**config.mk**
```make
export PLATFORM = sky130hd
export DESIGN_NAME = pcid_isqrt
export DESIGN_NICKNAME = d
export VERILOG_FILES = /design/src/sv/pcid_isqrt.sv
export SDC_FILE = /design/constraint.sdc
export NUM_CORES = 1
export LEC_CHECK = 0
export BUFFER_PORTS_ARGS = -buffer_cell sky130_fd_sc_hd__buf_2
export CELL_PAD_IN_SITES_DETAIL_PLACEMENT = 1
export CELL_PAD_IN_SITES_GLOBAL_PLACEMENT = 2
export CORE_ASPECT_RATIO = 1.4
export CORE_UTILIZATION = 35
export DETAILED_ROUTE_END_ITERATION = 16
export PLACE_DENSITY_LB_ADDON = 0.2
export SETUP_SLACK_MARGIN = 0.1
export SLEW_MARGIN = 20
export SYNTH_ARGS = -nofsm -noshare
export SYNTH_HDL_FRONTEND = slang
export SYNTH_SLANG_ARGS = --single-unit
```
**constraint.sdc**
```tcl
create_clock -name clk -period 20.5 [get_ports clk]
set_input_delay 4.1 -clock clk [delete_from_list [all_inputs] [get_ports clk]]
set_output_delay 4.1 -clock clk [all_outputs]
set_load 0.02 [all_outputs]
```
**src/sv/pcid_isqrt.sv**
```systemverilog
// ----------------------------------------------------------------------------
// pcid_isqrt
// Integer square root, two radicand bits per cycle.
// ----------------------------------------------------------------------------
module pcid_isqrt (
  input  logic        clk,
  input  logic        rst_n,
  input  logic        start,
  input  logic [63:0] radicand,
  output logic        done,
  output logic [31:0] root
);

  logic        run_r;
  logic        done_r;
  logic [4:0]  cnt_r;
  logic [63:0] x_r;
  logic [63:0] res_r;
  logic [63:0] bit_r;

  logic [63:0] trial;
  logic        ge;

  assign trial = res_r + bit_r;
  assign ge    = x_r >= trial;

  always_ff @(posedge clk) begin
    if (!rst_n) begin
      run_r  <= 1'b0;
      done_r <= 1'b0;
      cnt_r  <= '0;
    end else begin
      done_r <= 1'b0;
      if (start) begin
        run_r <= 1'b1;
        cnt_r <= 5'd31;
      end else if (run_r) begin
        cnt_r <= cnt_r - 1'b1;
        if (cnt_r == '0) begin
          run_r  <= 1'b0;
          done_r <= 1'b1;
        end
      end
    end
  end

  always_ff @(posedge clk) begin
    if (start) begin
      x_r   <= radicand;
      res_r <= '0;
      bit_r <= 64'd1 << 62;
    end else if (run_r) begin
      if (ge) begin
        x_r   <= x_r - trial;
        res_r <= (res_r >> 1) + bit_r;
      end else begin
        res_r <= res_r >> 1;
      end
      bit_r <= bit_r >> 2;
    end
  end

  assign done = done_r;
  assign root = res_r[31:0];

endmodule
```
==> results.md <==
- 6.78 ns — Critical Path AT
- 0 — Post-CTS Setup Inserts
- sky130_fd_sc_hd__clkbuf_16 — CTS root buf
- 42.0 mm — final HPWL from detailed placement
- 14400 — overall via count from detail_route
- 0.0441 mm² — area of the die
- 5.78 — Via-to-Cell Ratio
- 0 — total of endpoints with negative setup slack in the final report
- sky130_fd_sc_hd__nand2_1 (250), sky130_fd_sc_hd__o21ai_0 (190), sky130_fd_sc_hd__nor2_1 (169) — commonest cells after routing, fill and taps aside
- 2 — Clock Path Buffers
- 167 — flop and latch count out of synthesis
- flop — nature of the critical path endpoint
- 84 — pin count of the biggest net entering global routing
- 6.69 ns — post-layout min period
- 0.304 — Slew Limit Headroom
- 0.326 — fraction of the cycle the final worst path needs
- 0 — total DRC errors in the routed layout
- 0.246 — total global-route track usage
- 248 µm — die span in y
- 0.0655 mV — worst IR drop on VDD
- 0.136 — fraction of post-synthesis cell area in the top cell type by area
- 1.04 ns — actual slew at the worst max-slew pin
- 0.0104 mm² — Multi-input gate area
- 13.81 ns — register-to-register setup slack
- 0 — leftover overflow at the end of global routing
- 4 — deepest level of the CTS H-tree
- 167 — Sink Count
- 125 mW/mm² — power density over the cells
- flop to flop — Worst Path Class, Setup
- 64 — worst-path maximum fanout
- 0 — Post-CTS Resized
- flop — Critical Path Source Type
- 0.0103 ns — maximum clock skew at final layout
- 53.2 mm — final routed wirelength across all metal layers
- 0.263 — Seq/Total Area, Yosys
- 0 — CTS Hold Buffers Added
- 0 — Max Slew Vio Count
- 7.82 µm² — syn avg cell area
- 15000 — number of global-route vias before repair
- 64 — number of enable-type register cells in the synthesized netlist
- 0 — Synthesis Warnings
- 5 — number of iterations in the first detailed-routing pass
- 178 µm — width of the chip
- 0.357 — Initial Util
- 0.877 — global placer's final weighted congestion
- 0.0424 mm² — core area
- 0.0158 mm² — Placement Cell Area
- 1937 — number of cells produced by synthesis
- 0.00399 mm² — Register Area
- 0.0936 — share of post-route cells with drive strength above 1
- 494 — Iter 0 DRT Violations
- flop to flop — class of the most critical hold timing path
- completed — status
- 0 — antenna violations before repair
- 100 — number of primary I/O pins
- 83.2 mm — global-route wire length before repair
- 8.08% — area growth from synthesis to layout
- 0 — number of maximum-capacitance violations
- 0.47 ns — clock latency reported for the late side of the worst-skew pair
- sky130_fd_sc_hd__dfxtp_1 (14%), sky130_fd_sc_hd__edfxtp_1 (13%), sky130_fd_sc_hd__ha_1 (11%), sky130_fd_sc_hd__o21ai_0 (6.3%), sky130_fd_sc_hd__nand2_1 (6.2%) — main area contributors after synthesis
- 0 — endpoints failing hold
- 2137 — net count of the mapped netlist
- no — RSZ-0062 raised after global routing
- 17 — number of CTS-inserted buffers
- 20.59 ns — Data required, critical path
- 0 — proportion of register bits with asynchronous set or reset after synthesis
- sky130_fd_sc_hd__dfxtp_1 — Post-synth top flop
- 6.23 nW — leakage power of the design
- 0 — final antenna-violating net count
- 0.0152 mm² — synthesized cell area
- 21.4 µm — routed wirelength normalized by instance count
- done — clock tree from TritonCTS
- 99 — IO Port Bufs
- 2132 — Final nets
- 0 — Antenna Diode Count
- 0.08 ns — clock-pin slew on the worst setup and hold paths
- 5201 — Filler cells
- 0 ns — Post-Route Setup TNS
- 0.0164 mm² — final standard cell area without fillers
- 149 MHz — Highest Clock Rate
- 89 — placement row count
- sky130_fd_sc_hd__dfxtp_1 — cell type with the largest total area after synthesis
- 75 — Unique masters post-synth
- sky130_fd_sc_hd__nand2_1 — commonest non-fill, non-tap cell in the layout
report_power, final:
part / total, mW / switching, mW / internal (mW)
clock network: 0.340 / 0.175 / 0.165
logic: 1.18 / 0.743 / 0.441
registers: 0.530 / 0.0793 / 0.450
logic make-up (layout without fill, tap and decap cells):
| logic type | count (synthesis) | after routing | synth area share |
|---|---|---|---|
| compound gates | 632 | 632 | 0.262 |
| fa+ha+maj | 133 | 133 | 0.110 |
| flops | 167 | 167 | 0.263 |
| xor+xnor | 163 | 163 | 0.0942 |
| buf+inv | 175 | 183 | 0.0533 |
| simple gates | 620 | 620 | 0.186 |
| mux | 47 | 47 | 0.0313 |
synthesized netlist by cell type, drive strengths merged, types with 3 or more instances:
cell type  number
a21oi         134
o311a           3
edfxtp         64
o31a            3
inv            42
o31ai          15
clkbuf         78
nor4           12
o211ai         12
o22ai           4
o21bai         32
a311o           3
o41ai           5
nor2b          22
a211oi         28
a31oi          63
nand2         252
a32oi           4
xor2           75
or4             6
nand3          22
a311oi         15
and3           15
a21o           46
nor3           26
dfxtp         103
buf            55
ha            132
and4            5
xnor2          88
nor2          171
mux2            3
o21a           14
a21boi          6
a221oi          8
nand4          47
a31o           19
mux2i          44
o21ai         195
nand2b          9
a211o           4
and2           13
or3             9
critical path: stages, from the launching register on:
cell	delay [ns]
sky130_fd_sc_hd__dfxtp_1	0.45
sky130_fd_sc_hd__ha_1	0.31
sky130_fd_sc_hd__a31oi_1	0.26
sky130_fd_sc_hd__o21bai_1	0.13
sky130_fd_sc_hd__a31o_2	0.31
sky130_fd_sc_hd__a211oi_1	0.51
sky130_fd_sc_hd__a2bb2oi_1	0.34
sky130_fd_sc_hd__o21bai_1	0.19
sky130_fd_sc_hd__a21boi_0	0.40
sky130_fd_sc_hd__o21ai_0	0.17
sky130_fd_sc_hd__xnor2_1	0.19
sky130_fd_sc_hd__ha_1	0.42
sky130_fd_sc_hd__nand2_1	0.08
sky130_fd_sc_hd__nor2_1	0.25
sky130_fd_sc_hd__nand4_1	0.23
sky130_fd_sc_hd__o41ai_2	0.38
sky130_fd_sc_hd__a21oi_1	0.09
sky130_fd_sc_hd__and2_2	0.20
sky130_fd_sc_hd__buf_4	0.31
sky130_fd_sc_hd__o21ai_4	0.21
sky130_fd_sc_hd__buf_4	0.69
routing by layer:
| layer | track usage | vias to the layer above | wire [µm] |
|---|---|---|---|
| met3 | 0.0308 | 82 | 1300 |
| met2 | 0.495 | 191 | 29700 |
| met4 | 0.115 | 0 | 2090 |
| met5 | 0 | - | 0 |
| li1 | - | 7067 | - |
| met1 | 0.245 | 7060 | 20100 |
flip-flops by register name, summed over array words and instances (netlist names):
| signal | count |
|---|---|
| cnt_r | 5 |
| run_r | 1 |
| x_r | 64 |
| res_r | 64 |
| done | 1 |
| bit_r | 32 |
layout make-up:
class / instances / area share
multi-input combinational: 1595 / 0.634
inverter: 42 / 0.00963
clock buffer: 17 / 0.0260
clock inverter: 15 / 0.0104
sequential: 167 / 0.244
timing repair buffer: 109 / 0.0352
tap: 546 / 0.0417
through the flow:
stage	utilization	power [mW]	worst slack, ns	hold slack [ns]	instances
floorplan	-	1.39	10.93	0.454	1937
global placement	0.372	1.70	14.07	0.467	2459
detailed placement	0.372	1.72	13.83	0.482	2459
CTS	0.386	2.07	13.81	0.490	2491
global route	0.386	2.21	13.28	0.529	2491
finish	0.386	2.05	13.81	0.486	2491
path summary, 6_finish.rpt:
| kind | startpoint | to | cells past startpoint |
|---|---|---|---|
| hold reg to reg | res_r[0] | res_r[0] | 2 |
| setup reg to reg | res_r[2] | x_r[7] | 20 |
| hold / removal | res_r[0] | res_r[0] | 2 |
| setup / recovery | res_r[2] | x_r[7] | 20 |
(Power assumes the default switching activity.)
