## config.mk

```make
export PLATFORM = sky130hd
export DESIGN_NAME = pcid_div
export DESIGN_NICKNAME = d
export VERILOG_FILES = /design/src/sv/pcid_pkg.sv /design/src/sv/pcid_div.sv
export SDC_FILE = /design/constraint.sdc
export NUM_CORES = 1
export LEC_CHECK = 0
export BUFFER_PORTS_ARGS = -buffer_cell sky130_fd_sc_hd__buf_2
export CORE_MARGIN = 2
export CORE_UTILIZATION = 32
export CTS_CLUSTER_SIZE = 25
export DETAILED_ROUTE_END_ITERATION = 16
export SKIP_CTS_REPAIR_TIMING = 1
export SYNTH_ARGS = -nofsm -noshare
export SYNTH_HDL_FRONTEND = slang
export SYNTH_SLANG_ARGS = --single-unit
```

## constraint.sdc

```tcl
create_clock -name clk -period 2.9 [get_ports clk]
set_input_delay 0.435 -clock clk [delete_from_list [all_inputs] [get_ports clk]]
set_output_delay 0.435 -clock clk [all_outputs]
set_load 0.02 [all_outputs]
```

## src/sv/pcid_pkg.sv

```systemverilog
// ----------------------------------------------------------------------------
// pcid_pkg
// Shared types and constants for the polyhedron centroid / inner distance block.
// ----------------------------------------------------------------------------
package pcid_pkg;

  localparam int COORD_W   = 12;
  localparam int FRAC_BITS = 4;
  localparam int OUT_FRAC  = 16;
  localparam int CEN_SH    = OUT_FRAC - 2 - FRAC_BITS;
  localparam int CEN_W     = 28;
  localparam int DIST_W    = 29;
  localparam int DIV_DW    = 74;
  localparam int DIV_LW    = 29;

  localparam logic [DIV_LW-1:0] DIST_MAX = {DIV_LW{1'b1}};
  localparam logic [DIV_LW-1:0] CEN_MAX  = DIV_LW'((64'd1 << (CEN_W - 1)) - 64'd1);
  localparam logic [DIV_LW-1:0] CEN_MIN_MAG = DIV_LW'(64'd1 << (CEN_W - 1));

  typedef logic signed [COORD_W-1:0] coord_t;

  typedef struct packed {
    coord_t ax;
    coord_t ay;
    coord_t az;
    coord_t bx;
    coord_t by_coord;
    coord_t bz;
    coord_t cx_in;
    coord_t cy_in;
    coord_t cz_in;
    logic   last_face;
  } in_item_t;

  typedef struct packed {
    logic signed [CEN_W-1:0] centroid_x;
    logic signed [CEN_W-1:0] centroid_y;
    logic signed [CEN_W-1:0] centroid_z;
    logic [DIST_W-1:0]       min_distance;
    logic                    degenerate;
    logic                    overflowed;
  } out_item_t;

  // one stored face, three vertices of x/y/z
  typedef struct packed {
    coord_t [2:0] a;
    coord_t [2:0] b;
    coord_t [2:0] c;
  } face_t;

  typedef struct packed {
    logic              start;
    logic [DIV_DW-1:0] dividend;
    logic [63:0]       divisor;
    logic [DIV_LW-1:0] limit;
  } div_req_t;

endpackage

```

## src/sv/pcid_div.sv

```systemverilog
// ----------------------------------------------------------------------------
// pcid_div
// Restoring divider, one quotient bit per cycle, result clamped to a limit.
// ----------------------------------------------------------------------------
module pcid_div (
  input  logic                             clk,
  input  logic                             rst_n,
  input  pcid_pkg::div_req_t               req,
  output logic                             done,
  output logic [pcid_pkg::DIV_LW-1:0]      quot
);
  import pcid_pkg::*;

  localparam int CNT_W = $clog2(DIV_DW);

  logic              run_r;
  logic              done_r;
  logic [CNT_W-1:0]  cnt_r;
  logic [63:0]       rem_r;
  logic [DIV_DW-1:0] dvd_r;
  logic [63:0]       dvs_r;
  logic [DIV_LW-1:0] lim_r;
  logic [DIV_LW:0]   q_r;
  logic              sticky_r;

  logic [64:0] rs;
  logic        ge;
  logic [64:0] rem_nxt;

  always_comb begin
    rs      = {rem_r, dvd_r[DIV_DW-1]};
    ge      = rs >= {1'b0, dvs_r};
    rem_nxt = ge ? (rs - {1'b0, dvs_r}) : rs;
  end

  always_ff @(posedge clk) begin
    if (!rst_n) begin
      run_r  <= 1'b0;
      done_r <= 1'b0;
      cnt_r  <= '0;
    end else begin
      done_r <= 1'b0;
      if (req.start) begin
        run_r <= 1'b1;
        cnt_r <= CNT_W'(DIV_DW - 1);
      end else if (run_r) begin
        cnt_r <= cnt_r - 1'b1;
        if (cnt_r == '0) begin
          run_r  <= 1'b0;
          done_r <= 1'b1;
        end
      end
    end
  end

  // remainder stays below the divisor, so 64 bits hold it
  always_ff @(posedge clk) begin
    if (req.start) begin
      rem_r    <= '0;
      dvd_r    <= req.dividend;
      dvs_r    <= req.divisor;
      lim_r    <= req.limit;
      q_r      <= '0;
      sticky_r <= 1'b0;
    end else if (run_r) begin
      rem_r    <= rem_nxt[63:0];
      dvd_r    <= dvd_r << 1;
      q_r      <= {q_r[DIV_LW-1:0], ge};
      sticky_r <= sticky_r | q_r[DIV_LW];
    end
  end

  assign done = done_r;
  assign quot = (sticky_r || (q_r > {1'b0, lim_r})) ? lim_r : q_r[DIV_LW-1:0];

endmodule

```

==> summary.txt <==
Final layout
  – Fin nets: 2,171
  – Fin cells: 2,549
  – Area Growth Syn to Fin: 38.6%
  – Share of layout cells above drive strength 1: 0.389
  – Fill cell count: 4,472

Clock network
  – Clk_lat worst skew: 0.56 ns
  – Clock Tree Root: clkbuf_16
  – CTS H-tree depth: 2
  – CTS Buf Count: 35
  – CTS tree: built
  – Clock Path Buffers: 3
  – Clk slew on worst S/H paths: 0.06 ns
  – CTS sink count: 271

Floorplan
  – Die Footprint: 49,800 um2
  – Row count: 80
  – IO Pins: 200
  – Starting Density: 0.323
  – Die Y: 223 um
  – Chip width: 223 um
  – Core Region: 47,500 um2

Yosys
  – Post-Syn Area: 15,400 um2
  – Seq/Total Area, Yosys: 0.462
  – Post-synth EDFFs: 167
  – Main flop type after synthesis: edfxtp_1
  – Avg Cell Area, Syn: 10.3 um2
  – Mapped Cells: 1,484
  – Flop and latch count out of synthesis: 271
  – Synthesized net count: 1,750
  – Netlist cell types: 72
  – Yosys warns: 0
  – Post-synth ARST share: 0

Timing
  – Slew Limit Fails: 0
  – Tcrit/Tclk final: 1.33
  – Final hold viol count: 0
  – Period minus WS final: 3.85 ns
  – Maximum clock rate: 260 MHz
  – Worst Tran Pin Value: 1.19 ns
  – Slew headroom: 0.207
  – Unrepaired setup endpoints after global routing: yes
  – Clock Skew: 0.0144 ns
  – # setup viols final: 92
  – Final worst slack: -0.946 ns

GRT
  – Antenna violations before repair: 8
  – Tot GR Track Use: 0.157
  – Largest net degree at the start of global routing: 108
  – Grt total ovfl: 0
  – Vias in the first global route: 12.8k
  – First-pass GRT wire length: 64,100 um

Setup path
  – Crit path to: quot[9]
  – R2R cell count: 14
  – Crit start category: flip-flop
  – Critical Path Source: lim_r[3]
  – R2r setup slk: -0.20 ns
  – Worst Path Required: 2.47 ns
  – Crit Path Class: flip-flop to output port
  – Worst-path maximum fanout: 7
  – Critical Path End Type: output port
  – FF-to-FF Start: dvd_r[73]
  – Critical R2R Capture: rem_r[56]
  – Critical Path AT: 3.41 ns

Drt
  – Vias: 12.7k
  – Initial drt markers: 570
  – Post-route ant nets: 0
  – Via density: 4.97
  – DRC: 0
  – Wire per inst: 16.3 um
  – Wirelength, routed: 41,400 um
  – First-pass detailed-route iteration total: 4

Status
  – Status: finished with violations
  – Violated checks: negative setup slack

Placement
  – Post-DP HPWL: 28,900 um
  – IO Port Bufs: 199
  – GP Congestion: 0.882
  – Dpl cells: 2,460
  – Worst Setup Slack post-DPL: -0.443 ns

Min path
  – Hold depth: 1
  – Hold Path Class: input port to flip-flop
  – HP Start: req[23]

Power and ir drop
  – Maximum VDD drop: 0.000466 V
  – Pleak: 9.22 nW
  – Pwr Density: 568 nW/um2

Flow run
  – Max cap viols: 0
==> sequential cells by signal, indices dropped and copies added (netlist names) <==
register and flops:
run_r 1, rem_r 64, done 1, dvd_r 74, q_r 30, cnt_r 7
lim_r 29, sticky_r 1, dvs_r 64
==> how the worst min path moves through the flow <==
stage,end
floorplan,rem_r[46]
global placement,rem_r[46]
detailed placement,rem_r[46]
CTS,lim_r[23]
global route,lim_r[23]
finish,lim_r[23]
==> report_power, final <==
part	internal [W]	switching, W	leakage (nW)
Clock	0.00270	0.00182	0.566
Sequential	0.00444	0.000152	2.50
Combinational	0.00148	0.00151	6.15
==> Yosys cell counts (all sizes together) (5+ instances only) <==
cell type / number / area (um2)
nor4: 8 / 50.1
ha: 95 / 1190
o22ai: 6 / 37.5
o221ai: 5 / 43.8
buf: 21 / 133
nand4b: 5 / 43.8
a21o: 30 / 225
a31oi: 8 / 50.1
nand2b: 8 / 50.1
nand3: 13 / 75.1
dfxtp: 104 / 2080
o211ai: 6 / 45.0
a21oi: 89 / 449
edfxtp: 167 / 5010
o21ai: 56 / 284
xor2: 28 / 245
o21a: 11 / 82.6
nand2: 82 / 310
nand4: 31 / 194
clkbuf: 58 / 218
xnor2: 35 / 307
nor2: 146 / 551
a22oi: 8 / 60.1
inv: 122 / 458
nor2b: 10 / 62.6
o31ai: 11 / 92.6
or3: 6 / 37.5
nor3: 18 / 90.1
mux2: 103 / 1160
mux2i: 73 / 731
o21bai: 12 / 90.1
a211oi: 58 / 435
==> per-stage QoR <==
step                      hold WS [ns]  TNS, ns  power (W)  cell area (um2)  utilization
after floorplan                  0.445   -0.428    0.00619            15400            -
after global placement           0.466   -19.54    0.00722            18800        0.395
after detailed placement         0.469   -26.85    0.00726            18800        0.395
after CTS                       0.0126   -46.93     0.0119            20000        0.420
after global routing            0.0201   -44.28     0.0127            21300        0.448
final                           0.0532   -33.73     0.0121            21300        0.448
==> metal layers <==
| layer | up-vias | track usage | routed length, um |
|---|---|---|---|
| met5 | - | 0 | 58 |
| met4 | 10 | 0.0539 | 1050 |
| met3 | 82 | 0.0412 | 2240 |
| met2 | 279 | 0.260 | 19900 |
| met1 | 6058 | 0.198 | 18200 |
| li1 | 6248 | - | - |
==> placed cells by master (no fill, tap or decap), types with 41 or more instances in the layout <==
cell and instances:
a21oi_1 75, buf_4 234, edfxtp_1 167, mux2i_1 67, nand2_1 71, buf_2 169, a211oi_1 43, buf_6 41
clkbuf_16 42, ha_1 81, inv_1 116, nor2_1 141, dfxtp_1 103, mux2_2 81
==> worst max-delay path, stage by stage, from the launching register on <==
cell and delay (ns):
edfxtp_1 0.41, inv_2 0.09, ha_4 0.19, a21o_1 0.15
a21o_1 0.16, a21oi_2 0.15, o211ai_1 0.10, a21o_1 0.23
a2111oi_4 0.41, nor4_4 0.07, o22ai_4 0.13, buf_12 0.16
buf_12 0.13, mux2_2 0.35, buf_6 0.13
==> cell type report <==
cell class | count | area (um2) | area share
diodes | 2 | 5.00 | 0.000235
clock buffers | 39 | 891 | 0.0419
clock inverters | 25 | 288 | 0.0135
inverters | 123 | 465 | 0.0219
multi-input cells | 1011 | 8290 | 0.390
flip-flops and latches | 271 | 7100 | 0.334
well taps | 615 | 769 | 0.0362
repair buffers | 463 | 3470 | 0.163
==> logic make-up after synthesis <==
| family | after synthesis | synth area share |
|---|---|---|
| AO/OA/AOI/OAI | 329 | 0.142 |
| XOR/XNOR | 63 | 0.0359 |
| adder cells (fa/ha/maj) | 96 | 0.0787 |
| buffers and inverters | 202 | 0.0529 |
| flip-flops | 271 | 0.462 |
| multiplexers | 176 | 0.123 |
| AND/OR/NAND/NOR | 347 | 0.105 |
(Power assumes the default switching activity.)
